## src/rtl/rrk_pkg.sv

```systemverilog
// Package for the rainbow reduction block: shared types and register codes.
// No dependencies; every other file imports it.
package rrk_pkg;

  localparam int unsigned AddrW = 4;

  typedef enum logic [1:0] {
    REG_CHARSET = 2'd0,
    REG_LEN_MIN = 2'd1,
    REG_LEN_MAX = 2'd2,
    REG_OFFSET  = 2'd3
  } reg_idx_e;

  typedef struct packed {
    logic [8:0] charset_size;
    logic [3:0] len_min;
    logic [3:0] len_max;
  } cfg_t;

  typedef struct packed {
    logic [63:0] idx;
    logic        err;
  } item_t;

  typedef struct packed {
    logic        start;
    logic [63:0] dividend;
    logic [63:0] divisor;
  } div_req_t;

  typedef struct packed {
    logic        done;
    logic [63:0] quot;
    logic [63:0] rem;
  } div_rsp_t;

  typedef enum logic [4:0] {
    ST_IDLE = 5'b00001,
    ST_MOD  = 5'b00010,
    ST_LEN  = 5'b00100,
    ST_DIG  = 5'b01000,
    ST_OUT  = 5'b10000
  } back_st_e;

endpackage

```

## src/rtl/rrk_div.sv

```systemverilog
// Radix-2 restoring divider, one quotient bit per cycle.
// Depends on rrk_pkg.
module rrk_div import rrk_pkg::*; (
  input  logic     clk_i,
  input  logic     rst_ni,
  input  div_req_t req_i,
  output div_rsp_t rsp_o
);

  logic [63:0] q_q, r_q, d_q;
  logic [5:0]  cnt_q;
  logic        busy_q, done_q;
  logic [64:0] trial;
  logic        fits;

  assign trial = {r_q, q_q[63]};
  assign fits  = trial >= {1'b0, d_q};

  always_ff @(posedge clk_i or negedge rst_ni) begin
    if (!rst_ni) begin
      busy_q <= 1'b0;
      done_q <= 1'b0;
      cnt_q  <= '0;
    end else begin
      done_q <= 1'b0;
      if (req_i.start) begin
        busy_q <= 1'b1;
        cnt_q  <= '0;
      end else if (busy_q) begin
        cnt_q <= cnt_q + 6'd1;
        if (cnt_q == 6'd63) begin
          busy_q <= 1'b0;
          done_q <= 1'b1;
        end
      end
    end
  end

  always_ff @(posedge clk_i) begin
    if (req_i.start) begin
      q_q <= req_i.dividend;
      r_q <= '0;
      d_q <= req_i.divisor;
    end else if (busy_q) begin
      // shift in next dividend bit, subtract when it fits
      r_q <= fits ? 64'(trial - {1'b0, d_q}) : trial[63:0];
      q_q <= {q_q[62:0], fits};
    end
  end

  assign rsp_o.done = done_q;
  assign rsp_o.quot = q_q;
  assign rsp_o.rem  = r_q;

endmodule

```

## src/rtl/rrk_queue.sv

```systemverilog
// Two-entry queue between the front and the back part.
// Depends on rrk_pkg.
module rrk_queue import rrk_pkg::*; (
  input  logic  clk_i,
  input  logic  rst_ni,
  input  logic  wr_i,
  input  item_t wr_data_i,
  output logic  full_o,
  input  logic  rd_i,
  output logic  empty_o,
  output item_t rd_data_o
);

  item_t      mem_q [2];
  logic       wp_q, rp_q;
  logic [1:0] cnt_q;

  assign full_o    = cnt_q == 2'd2;
  assign empty_o   = cnt_q == 2'd0;
  assign rd_data_o = mem_q[rp_q];

  always_ff @(posedge clk_i or negedge rst_ni) begin
    if (!rst_ni) begin
      wp_q  <= 1'b0;
      rp_q  <= 1'b0;
      cnt_q <= '0;
    end else begin
      if (wr_i) wp_q <= ~wp_q;
      if (rd_i) rp_q <= ~rp_q;
      cnt_q <= cnt_q + 2'(wr_i) - 2'(rd_i);
    end
  end

  always_ff @(posedge clk_i) begin
    if (wr_i) mem_q[wp_q] <= wr_data_i;
  end

endmodule

```

## src/rtl/rrk_front.sv

```systemverilog
// Front part: configuration registers, key-space table build, index sum.
// Depends on rrk_pkg.
module rrk_front import rrk_pkg::*; #(
  parameter int unsigned MaxKeyLen = 8,
  localparam int unsigned IdxW = $clog2(MaxKeyLen + 1)
) (
  input  logic             clk_i,
  input  logic             rst_ni,
  input  logic             psel,
  input  logic             penable,
  input  logic             pwrite,
  input  logic [AddrW-1:0] paddr,
  input  logic [31:0]      pwdata,
  output logic [31:0]      prdata,
  input  logic [63:0]      hash_word_i,
  input  logic [31:0]      chain_position_i,
  output item_t            item_o,
  output logic             hold_o,
  output cfg_t             cfg_o,
  output logic [63:0]      prefix_o [MaxKeyLen+1]
);

  logic [8:0]  cs_q;
  logic [3:0]  min_q, max_q;
  logic [31:0] off_q;
  logic        bld_start_q, bld_busy_q, ovf_q;
  logic [3:0]  len_q;
  logic [63:0] cnt_q, prev_q;
  logic [63:0] prefix_q [MaxKeyLen+1];
  logic        wr_en, bad_cfg;
  logic [72:0] prod;
  logic [64:0] sum;
  reg_idx_e    ridx;

  assign ridx  = reg_idx_e'(paddr[3:2]);
  assign wr_en = psel & penable & pwrite;

  always_comb begin
    case (ridx)
      REG_CHARSET: prdata = {23'd0, cs_q};
      REG_LEN_MIN: prdata = {28'd0, min_q};
      REG_LEN_MAX: prdata = {28'd0, max_q};
      REG_OFFSET:  prdata = off_q;
      default:     prdata = '0;
    endcase
  end

  assign bad_cfg = (cs_q == 9'd0) || (cs_q > 9'd256) ||
                   (min_q == 4'd0) || (min_q > 4'(MaxKeyLen)) ||
                   (max_q == 4'd0) || (max_q > 4'(MaxKeyLen)) || (min_q > max_q);
  assign prod = cnt_q * cs_q;
  assign sum  = {1'b0, prev_q} + {1'b0, prod[63:0]};

  always_ff @(posedge clk_i or negedge rst_ni) begin
    if (!rst_ni) begin
      cs_q        <= 9'd64;
      min_q       <= 4'd1;
      max_q       <= 4'd6;
      off_q       <= '0;
      bld_start_q <= 1'b1;
      bld_busy_q  <= 1'b0;
      ovf_q       <= 1'b0;
      len_q       <= '0;
      cnt_q       <= '0;
      prev_q      <= '0;
      for (int i = 0; i <= MaxKeyLen; i++) prefix_q[i] <= '0;
    end else begin
      if (wr_en) begin
        bld_start_q <= 1'b1;
        case (ridx)
          REG_CHARSET: cs_q  <= pwdata[8:0];
          REG_LEN_MIN: min_q <= pwdata[3:0];
          REG_LEN_MAX: max_q <= pwdata[3:0];
          REG_OFFSET:  off_q <= pwdata;
          default:     bld_start_q <= 1'b0;
        endcase
      end
      if (bld_start_q) begin
        bld_start_q <= 1'b0;
        for (int i = 0; i <= MaxKeyLen; i++) prefix_q[i] <= '0;
        ovf_q      <= bad_cfg;
        bld_busy_q <= ~bad_cfg;
        cnt_q      <= 64'd1;
        prev_q     <= '0;
        len_q      <= 4'd1;
      end else if (bld_busy_q) begin
        // one length per cycle; drop the whole table on overflow
        if (prod[72:64] != '0 || (len_q >= min_q && sum[64])) begin
          ovf_q      <= 1'b1;
          bld_busy_q <= 1'b0;
          for (int i = 0; i <= MaxKeyLen; i++) prefix_q[i] <= '0;
        end else begin
          cnt_q <= prod[63:0];
          if (len_q >= min_q) begin
            prefix_q[IdxW'(len_q)] <= sum[63:0];
            prev_q                 <= sum[63:0];
          end
          if (len_q == max_q) bld_busy_q <= 1'b0;
          len_q <= len_q + 4'd1;
        end
      end
    end
  end

  assign hold_o     = bld_start_q | bld_busy_q;
  assign item_o.idx = hash_word_i + {32'd0, off_q} + {32'd0, chain_position_i};
  assign item_o.err = ovf_q;
  assign cfg_o.charset_size = cs_q;
  assign cfg_o.len_min      = min_q;
  assign cfg_o.len_max      = max_q;
  assign prefix_o = prefix_q;

endmodule

```

## src/rtl/rrk_back.sv

```systemverilog
// Back part: modulo, length search, digit extraction, result register.
// Depends on rrk_pkg and rrk_div.
module rrk_back import rrk_pkg::*; #(
  parameter int unsigned MaxKeyLen = 8,
  localparam int unsigned IdxW = $clog2(MaxKeyLen + 1)
) (
  input  logic        clk_i,
  input  logic        rst_ni,
  input  cfg_t        cfg_i,
  input  logic [63:0] prefix_i [MaxKeyLen+1],
  input  logic        q_empty_i,
  input  item_t       q_data_i,
  output logic        q_rd_o,
  output logic        empty_o,
  input  logic        pop_i,
  output logic [63:0] key_digits_o,
  output logic [3:0]  key_length_o,
  output logic        config_error_o
);

  back_st_e    st_q;
  logic [63:0] idx_q, digits_q, pval;
  logic [3:0]  i_q, len_q;
  logic        err_q, ovalid_q;
  logic [IdxW-1:0] raddr;
  div_req_t    dreq;
  div_rsp_t    drsp;

  rrk_div u_div (.clk_i, .rst_ni, .req_i(dreq), .rsp_o(drsp));

  assign raddr = (st_q == ST_IDLE) ? IdxW'(cfg_i.len_max) : IdxW'(i_q - 4'd1);
  assign pval  = prefix_i[raddr];

  always_comb begin
    q_rd_o        = 1'b0;
    dreq.start    = 1'b0;
    dreq.dividend = idx_q;
    dreq.divisor  = {55'd0, cfg_i.charset_size};
    unique case (st_q)
      ST_IDLE: begin
        q_rd_o = ~q_empty_i;
        if (~q_empty_i && ~q_data_i.err) begin
          dreq.start    = 1'b1;
          dreq.dividend = q_data_i.idx;
          dreq.divisor  = pval;
        end
      end
      ST_LEN: begin
        if (idx_q >= pval) begin
          dreq.start    = 1'b1;
          dreq.dividend = idx_q - pval;
        end
      end
      ST_DIG: begin
        if (drsp.done && i_q != 4'd1) begin
          dreq.start    = 1'b1;
          dreq.dividend = drsp.quot;
        end
      end
      default: ;
    endcase
  end

  always_ff @(posedge clk_i or negedge rst_ni) begin
    if (!rst_ni) begin
      st_q     <= ST_IDLE;
      ovalid_q <= 1'b0;
    end else begin
      if (pop_i && ovalid_q) ovalid_q <= 1'b0;
      unique case (st_q)
        ST_IDLE: if (~q_empty_i) st_q <= q_data_i.err ? ST_OUT : ST_MOD;
        ST_MOD:  if (drsp.done) st_q <= ST_LEN;
        ST_LEN:  if (idx_q >= pval) st_q <= ST_DIG;
        ST_DIG:  if (drsp.done && i_q == 4'd1) st_q <= ST_OUT;
        ST_OUT: begin
          if (!ovalid_q) begin
            ovalid_q <= 1'b1;
            st_q     <= ST_IDLE;
          end
        end
        default: st_q <= ST_IDLE;
      endcase
    end
  end

  always_ff @(posedge clk_i) begin
    unique case (st_q)
      ST_IDLE: begin
        err_q    <= q_data_i.err;
        digits_q <= '0;
        len_q    <= '0;
      end
      ST_MOD: begin
        idx_q <= drsp.rem;
        i_q   <= cfg_i.len_max;
      end
      ST_LEN: begin
        // entries below the minimum length read as zero, so the scan stops there
        if (idx_q >= pval) len_q <= i_q;
        else i_q <= i_q - 4'd1;
      end
      ST_DIG: begin
        if (drsp.done) begin
          digits_q[8*(3'(i_q - 4'd1)) +: 8] <= drsp.rem[7:0];
          i_q <= i_q - 4'd1;
        end
      end
      ST_OUT: begin
        if (!ovalid_q) begin
          key_digits_o   <= digits_q;
          key_length_o   <= len_q;
          config_error_o <= err_q;
        end
      end
      default: ;
    endcase
  end

  assign empty_o = ~ovalid_q;

endmodule

```

## src/rtl/rainbow_reduction_to_key_core.sv

```systemverilog
// Rainbow-table reduction core: hash word plus chain position to key digits.
// Steps: the item passes the queue, the key-space modulo runs through the shared radix-2
// divider, a length search probes the table, then each digit takes one more division
// through the same divider before the output register takes the result.
// Throughput: one item at a time in the back part; the two-entry queue buffers two more.
// Reset: registers return to 64/1/6/0 and the key-space table rebuilds, during which
// full stays high; the same rebuild follows every register write.
module rainbow_reduction_to_key_core import rrk_pkg::*; #(
  parameter int unsigned MaxKeyLen = 8
) (
  input  logic             clk_i,
  input  logic             rst_ni,
  // configuration port
  input  logic             psel,
  input  logic             penable,
  input  logic             pwrite,
  input  logic [AddrW-1:0] paddr,
  input  logic [31:0]      pwdata,
  output logic [31:0]      prdata,
  output logic             pready,
  // input items
  input  logic             push,
  output logic             full,
  input  logic [63:0]      hash_word_i,
  input  logic [31:0]      chain_position_i,
  // result items
  output logic             empty,
  input  logic             pop,
  output logic [63:0]      key_digits_o,
  output logic [3:0]       key_length_o,
  output logic             config_error_o
);

  item_t       f_item, q_item;
  logic        f_hold, q_full, q_empty, q_rd, q_wr;
  cfg_t        cfg;
  logic [63:0] prefix [MaxKeyLen+1];

  assign pready = 1'b1;
  // hold off items while the key-space table is rebuilt
  assign full = f_hold | q_full;
  assign q_wr = push & ~full;

  rrk_front #(.MaxKeyLen(MaxKeyLen)) u_front (
    .clk_i, .rst_ni, .psel, .penable, .pwrite, .paddr, .pwdata, .prdata,
    .hash_word_i, .chain_position_i,
    .item_o(f_item), .hold_o(f_hold), .cfg_o(cfg), .prefix_o(prefix)
  );

  rrk_queue u_queue (
    .clk_i, .rst_ni, .wr_i(q_wr), .wr_data_i(f_item), .full_o(q_full),
    .rd_i(q_rd), .empty_o(q_empty), .rd_data_o(q_item)
  );

  rrk_back #(.MaxKeyLen(MaxKeyLen)) u_back (
    .clk_i, .rst_ni, .cfg_i(cfg), .prefix_i(prefix),
    .q_empty_i(q_empty), .q_data_i(q_item), .q_rd_o(q_rd),
    .empty_o(empty), .pop_i(pop),
    .key_digits_o, .key_length_o, .config_error_o
  );

endmodule
```

## config.mk

```make
export PLATFORM = sky130hd
export DESIGN_NAME = rainbow_reduction_to_key_core
export DESIGN_NICKNAME = d
export VERILOG_FILES = /design/src/rtl/rrk_pkg.sv /design/src/rtl/rrk_div.sv /design/src/rtl/rrk_queue.sv /design/src/rtl/rrk_front.sv /design/src/rtl/rrk_back.sv /design/src/rtl/rainbow_reduction_to_key_core.sv
export SDC_FILE = /design/constraint.sdc
export NUM_CORES = 2
export LEC_CHECK = 0
export ABC_AREA = 1
export BUFFER_PORTS_ARGS = -buffer_cell sky130_fd_sc_hd__buf_2
export CAP_MARGIN = 40
export CORE_MARGIN = 8
export CORE_UTILIZATION = 50
export DETAILED_ROUTE_END_ITERATION = 8
export PLACE_DENSITY = 0.68
export SETUP_SLACK_MARGIN = 0.1
export SYNTH_ARGS = -nofsm -noshare
export SYNTH_HDL_FRONTEND = slang
export SYNTH_SLANG_ARGS = --single-unit
```

## constraint.sdc

```tcl
create_clock -name clk_i -period 15.77 [get_ports clk_i]
set_input_delay 2.3655 -clock clk_i [delete_from_list [all_inputs] [get_ports clk_i]]
set_output_delay 2.3655 -clock clk_i [all_outputs]
set_load 0.01 [all_outputs]
```

## After elaboration in Yosys (flattened, before gate mapping)

Memories as Yosys holds them, arrays and structs flattened.
Cells that the tools add are included.

| storage, ports and cells | value |
|---|---|
| bits in registers | 1176 |
| RAM bits | 130 |
| input bits | 139 |
| output and inout bits | 104 |
| word-level logic and storage cells | 210 |
| memories kept | 1 |

Memories:

| memory | words | width | rd ports | clocked after memory_dff | write ports | RTL line | text |
|---|---|---|---|---|---|---|---|
| u_queue.mem_q | 2 | 65 | 1 | 0 | 1 | rrk_queue.sv:14 | `item_t mem_q [2];` |

| operators by class | value |
|---|---|
| add/sub/neg operators | 11 |
| $mul | 1 |
| $lt $le $gt $ge | 10 |
| equal/unequal tests | 22 |
| shift-type cells | 2 |
| mux-type cells | 68 |
| bitwise gates (word level) | 14 |
| reduce and logical (&&, ||, !) cells | 42 |

Operator list:

| kind | count |
|---|---|
| 576-bit two-way mux | 4 |
| 64-bit two-way mux | 14 |
| 576-bit bitwise mux | 1 |
| 64-bit binary-select mux with 4-bit select | 1 |
| 64-bit demux with 4-bit select | 1 |
| 65-bit one-hot mux with 3 select lines | 1 |
| 65-bit two-way mux | 2 |
| 129-bit two-way mux | 1 |
| 64-bit by 32-bit adder with 64-bit output | 2 |
| 32-bit one-hot mux with 4 select lines | 1 |
| 64-bit one-hot mux with 2 select lines | 1 |
| 64-bit subtractor | 2 |
| 64-bit by 9-bit multiplier with 73-bit output | 1 |
| 64-bit by 64-bit adder with 65-bit output | 1 |
| 65-bit by 64-bit greater-or-equal comparator with 1-bit output | 1 |
| 64-bit bitwise mux | 1 |
| 64-bit greater-or-equal comparator | 1 |
| 8-bit by 34-bit variable shift with 64-bit output, first input constant | 1 |
| 8-bit by 34-bit variable part select with 64-bit output | 1 |
| 6-bit negation with 34-bit output | 1 |
| 5-bit two-way mux | 6 |
| 4-bit two-way mux | 7 |
| 5-bit one-hot mux with 5 select lines | 1 |
| 2-bit AND reduction | 12 |
| other kinds (44) | 105 |

## Longest topological paths before layout

| logic depth | value |
|---|---|
| depth in word-level cells | 11 |
| depth in mapped cells | 45 |
| gate-level depth less buffers | 41 |

## Modules after synthesis

Synthesis repeated with hierarchy kept, for this count alone.

| unflattened totals | value |
|---|---|
| cells, all modules | 14777 |
| area total of the unflattened synthesis | 103427.9 um2 |

Modules (own cells, without submodules):

| module | instances | cells an instance | area an instance (um2) |
|---|---|---|---|
| rrk_front | 1 | 8478 | 61285.0 |
| rrk_back | 1 | 3822 | 23068.4 |
| rrk_div | 1 | 2106 | 14014.7 |
| rrk_queue | 1 | 364 | 5024.8 |
| rainbow_reduction_to_key_core | 1 | 7 | 35.0 |

## Worst setup path before layout

OpenSTA, ideal clock, no wires.

| timing | value |
|---|---|
| path type | reg2reg |
| start point | register u_back.i_q[0] |
| end point | register u_back.u_div.q_q[0] (enable) |
| setup time | 0.487 ns |
| arrival time | 7.242 ns |
| required time | 15.283 ns |
| slack | 8.041 ns |
| cell stages (with the launch flop) | 31 |
| cell sequence | edfxtp_1 > inv_1 > clkbuf_1 > ha_1 > xnor2_1 > o21a_1 > clkinv_1 > nor2_1 > clkbuf_1 > clkbuf_1 > nand3_1 > o2111ai_1 > nand2_1 > ha_1 > inv_1 > fa_1 > nand3_1 > nand3_1 > nand2_1 > o211ai_1 > a21oi_1 > nand2_1 > a21oi_1 > inv_2 > nand2_1 > nand3_1 > nand2_1 > nand2_1 > nor2_2 > clkbuf_1 > nor2_1 |

| between the ends | value |
|---|---|
| longest elaborated chain between the ends | 11 |
| elaborated cells between the ends (all ways) | 15 |
| those cells by class | 1 x add/sub; 1 x order compare; 2 x eq/ne; 7 x mux; 1 x bitwise; 3 x reduce/logical |

Ends and longest elaborated chain:

| element | RTL line | text |
|---|---|---|
| from (decl) | rrk_back.sv:23 | `logic [3:0] i_q, len_q;` |
| from (signal assigned) | rrk_back.sv:95 | `i_q <= cfg_i.len_max;` |
| from (signal assigned) | rrk_back.sv:100 | `else i_q <= i_q - 4'd1;` |
| from (signal assigned) | rrk_back.sv:105 | `i_q <= i_q - 4'd1;` |
| 4-bit by 1-bit subtractor with 4-bit output | rrk_back.sv:31 | `assign raddr = (st_q == ST_IDLE) ? IdxW'(cfg_i.len_max) : IdxW'(i_q - 4'd1);` |
| 4-bit two-way mux | rrk_back.sv:31 |  |
| 4-bit inverter with 5-bit output (implied by the code) | rrk_back.sv:32 | `assign pval = prefix_i[raddr];` |
| 64-bit binary-select mux with 4-bit select | rrk_back.sv:32 |  |
| 64-bit two-way mux (implied by the code) (2 in a row) | rrk_back.sv:32 |  |
| 64-bit greater-or-equal comparator | rrk_back.sv:49 | `if (idx_q >= pval) begin` |
| 65-bit two-way mux | rrk_back.sv:49 |  |
| 65-bit one-hot mux with 3 select lines | rrk_back.sv:39 | `unique case (st_q)` |
| 3-bit inequality test (no line) or 2-bit nonzero test (tied branches) | -- |  |
| 2-bit AND reduction (no line) (*) | -- |  |
| to (signal assigned) | rrk_div.sv:41 | `q_q <= req_i.dividend;` |
| to (signal assigned) | rrk_div.sv:47 | `q_q <= {q_q[62:0], fits};` |
| to (decl) | rrk_div.sv:10 | `logic [63:0] q_q, r_q, d_q;` |

Mark *: on every way between the ends. The rest lies on a longest branch, timed or not. The select of a mux whose other input is x is not followed.
A chain may end at the register's enable or synchronous reset.

## Final worst setup path

| timing | value |
|---|---|
| start point | register u_front.cs_q[0] |
| end point | register u_front.prefix_q (netlist bit u_front.prefix_o[65]) |

| between the ends | value |
|---|---|
| longest elaborated chain between the ends | 7 |
| elaborated cells between the ends (all ways) | 12 |
| those cells by class | 1 x add/sub; 1 x mul; 5 x mux; 5 x reduce/logical |

Ends and longest elaborated chain:

| element | RTL line | text |
|---|---|---|
| from (decl) | rrk_front.sv:23 | `logic [8:0] cs_q;` |
| from (signal assigned) | rrk_front.sv:71 | `REG_CHARSET: cs_q <= pwdata[8:0];` |
| 64-bit by 9-bit multiplier with 73-bit output (*) | rrk_front.sv:51 | `assign prod = cnt_q * cs_q;` |
| 64-bit by 64-bit adder with 65-bit output | rrk_front.sv:52 | `assign sum = {1'b0, prev_q} + {1'b0, prod[63:0]};` |
| 576-bit bitwise mux or 1-bit logical AND (tied branches) | rrk_front.sv:95, rrk_front.sv:88 |  |
| 576-bit two-way mux or 1-bit logical OR (tied branches) | rrk_front.sv:94, rrk_front.sv:88 |  |
| 576-bit two-way mux | rrk_front.sv:88 | `if (prod[72:64] != '0 \|\| (len_q >= min_q && sum[64])) begin` |
| 576-bit two-way mux | rrk_front.sv:86 | `end else if (bld_busy_q) begin` |
| 576-bit two-way mux | rrk_front.sv:78 | `if (bld_start_q) begin` |
| to (signal, indexed assignment) | rrk_front.sv:95 | `prefix_q[IdxW'(len_q)] <= sum[63:0];` |
| to (decl) | rrk_front.sv:29 | `logic [63:0] prefix_q [MaxKeyLen+1];` |

Marked as above.

==> reports/results.txt <==
Commonest cells in the netlist = nand2_1, inv_1, nor2_1, nand3_1, dfrtp_1
Vias/cell = 5.726
Mapped Area = 0.09654 mm^2
Synth Area in Adders = 14.15%
Worst IR Drop VDD = 0.2210 mV
Initial DRC Count = 10370
Kind of end point of the critical path = flip-flop
Multiplexer share of the synthesized area = 0%
GRT overflow = 0
Max-Cap Viols = 0
Wire length on met1 = 144500 um
CP Class = flip-flop to flip-flop
Leakage power of the design = 54.05 nW
P_sw = 0.008860 W
Count of different cell masters after synthesis = 60
Largest family of logic cells by synthesized area = simple AND/OR/NAND/NOR gates
Unrepaired setup endpoints after global routing = false
Rel. slew slack = 27.27%
Critical-path top delay cell = nand2_2
Core Area = 0.1922 mm^2
Chip height = 455.4 um
Period minus WS final = 10.99 ns
Cell mode on critical path = nand2_1
Setup crit start kind = flip-flop
Yosys warns = 0
Final Hold Viols = 0
Synth Area in Simple Gates = 28.82%
Power, Total = 0.01770 W
Crit path max fanout = 51
Sequential Power Share = 26.7%
Power Dens Cells = 167.9 mW/mm^2
Most frequent cell after synthesis = nand2_1
Final period utilization = 69.72%
Fmax = 0.09095 GHz
Endpoints failing setup = 0
# IOs = 243
Net Sw Frac = 50.06%
Horiz. Die Dim = 455.4 um
Total track usage = 31.92%
Clock sinks = 1306
Gate power share = 52.5%
H-tree Lvls = 4
#FFs+latches synth = 1306
Crit path DAT = 11.74 ns
Compound-Gate Fraction of Synth Area = 9.483%
Drt pass-1 iters = 6
Met2 WL = 146700 um
Most used flip-flop cell after synthesis = dfrtp_1
Sequential fraction of the synthesis area = 35.93%
Worst Path Required = 16.51 ns
Antenna-violating nets left = 0
Routed len/inst = 21.73 um
Layout cell share with drive strength beyond 1 = 6.468%
Slew Viols, Final = 0
Syn Area/Cell = 7.356 um^2
CTS Hold Bufs = 0
Initial Util = 50.24%
WL met3 = 32940 um
Full die area = 0.2074 mm^2
Routability cong. = 0.9795
Top sig layer = met4
Worst Tran Pin Value = 1.091 ns
Post-synth top area share = 20.01%
Row Count = 161
Worst min-delay path category = flip-flop to flip-flop
# resized after CTS = 0
Total wire length = 341600 um
Syn nets = 14070
CTS clk-pin slew, worst paths = 0.06 ns
Initial antenna violation count = 7
Status = finished, final reports clean
Number of synthesized flops with an enable pin = 464
Post-CTS Setup Bufs = 0
Final #Nets = 14010
Worst skew pair latency = 0.82 ns
Largest net degree at the start of global routing = 185
Clock Path Buffers = 3
Vias in the first global route = 87180
CTS tree = built
Post-Synth XOR/XNOR Area = 2.114%
Cells after Synth = 13130
Cell internal pwr = 0.008840 W
Post-DP HPWL = 247200 um
Fraction of registers with async set or reset after synthesis = 59.57%
Final Skew = 0.04605 ns
Synth-to-Final Area Change = 9.207%
Setup_tns = 0 ns
Slowest stage delay, CP = 0.81 ns
TritonCTS Buffers = 151
Clock Tree Root = clkbuf_16
Largest cells by area after synthesis = dfrtp_1, nand2_1, edfxtp_1, fa_1, inv_1
Leading area contributor after synthesis = dfrtp_1
First-pass GRT wire length = 523900 um
I/O Buffers = 239
Drt drc = 0
Via Count = 90010
Clock power share = 20.8%
==> final cells by class <==
class                   instances  area [um^2]
inverters                    1753         6596
clock inverters                59        824.5
clock buffers                 217         4345
diodes                          6        15.01
multi-input cells            9441        52820
fillers                     18400        86750
flip-flops and latches       1306        34700
repair buffers                412         2965
well taps                    2526         3161
==> through the flow <==
step / util, % / cell area [um^2] / worst slack (ns) / cells / hold WS [ns]
2_1_floorplan: - / 96540 / 8.041 / 13130 / 0.4003
3_3_place_gp: 51.73 / 99410 / 4.907 / 15380 / 0.4082
3_5_place_dp: 52.14 / 100200 / 5.233 / 15430 / 0.4063
4_1_cts: 54.83 / 105400 / 5.236 / 15710 / 0.4149
5_1_grt: 54.86 / 105400 / 4.439 / 15720 / 0.4262
6_report: 54.86 / 105400 / 4.775 / 15720 / 0.4158
==> power by group through the flow <==
stage | logic, W | registers, W | clock network (W)
after CTS | 0.00906 | 0.00469 | 0.00373
after global routing | 0.0100 | 0.00477 | 0.00386
after detailed placement | 0.00902 | 0.00475 | 0
final | 0.00929 | 0.00472 | 0.00369
after floorplan | 0.00576 | 0.00440 | 0
after global placement | 0.00876 | 0.00474 | 0
==> per-layer routing <==
| metal | vias up | track usage [%] |
|---|---|---|
| met3 | 745 | 6.195 |
| li1 | 41570 | - |
| met2 | 4572 | 48.32 |
| met5 | - | 0 |
| met1 | 43130 | 44.51 |
| met4 | 0 | 14.46 |
==> sequential cells by signal (all words and copies together) (netlist names), 2 cells and up <==
name                 count
u_front.off_q           32
u_back.digits_q         64
u_queue.mem_q          130
u_back.u_div.q_q        64
u_back.len_q             4
u_front.min_q            4
u_back.st_q              5
u_front.prev_q          64
u_front.cnt_q           64
u_queue.cnt_q            2
u_back.u_div.cnt_q       6
u_front.cs_q             9
u_front.len_q            4
u_back.idx_q            64
u_back.u_div.r_q        64
u_back.u_div.d_q        64
u_back.key_length_o      4
u_front.prefix_o       576
u_back.i_q               4
u_back.key_digits_o     64
u_front.max_q            4
==> logic make-up (layout without fill, tap and decap cells) <==
family / Yosys count / after routing
simple gates: 6807 / 6807
buf+inv: 2378 / 2441
other cells: 1 / 7
compound gates: 1591 / 1591
fa+ha+maj: 809 / 809
xor+xnor: 233 / 233
flops: 1306 / 1306
==> worst max-delay path, delay by kind of cell, from the launching register on <==
family / cells / cell delay (ns)
fa+ha+maj: 6 / 2.86
xor+xnor: 1 / 0.41
flops: 1 / 0.61
compound gates: 9 / 2.25
simple gates: 12 / 2.21
buf+inv: 10 / 2.42
==> layout by cell type, fill, tap and decap left out, drive strengths merged, types with 23 or more instances in the layout <==
cell / instances
nand4: 64
ha: 338
a21oi: 493
fa: 471
nor2: 1517
a22oi: 37
clkbuf: 217
dfrtp: 772
inv: 1750
or2: 95
a32oi: 40
xnor2: 91
buf: 412
edfxtp: 464
a31oi: 154
dfxtp: 64
o21bai: 91
nand2: 3864
o21ai: 595
nor4: 26
o221ai: 39
a21o: 45
xor2: 142
nor3: 64
nand3: 1151
o21a: 23
clkinv: 46
==> path summary, 6_finish.rpt <==
path | from | end | slack [ns] | depth (start not counted)
min reg2reg | u_back.len_q[1]$_SDFFCE_PN0P_ | u_back.key_length_o[1]$_DFFE_PP_ | 0.42 | 0
max in group asynchronous | rst_ni | u_front.prefix_o[417]$_DFFE_PN0P_ | 11.38 | 5
max | u_front.cs_q[0]$_DFFE_PN0P_ | u_front.prefix_o[65]$_DFFE_PN0P_ | 4.78 | 38
min in group asynchronous | rst_ni | u_front.cnt_q[17]$_DFFE_PN0P_ | 1.52 | 1
min | u_back.len_q[1]$_SDFFCE_PN0P_ | u_back.key_length_o[1]$_DFFE_PP_ | 0.42 | 0
max reg2reg | u_front.cs_q[0]$_DFFE_PN0P_ | u_front.prefix_o[65]$_DFFE_PN0P_ | 4.78 | 38
Power figures use the tool's default switching activity.
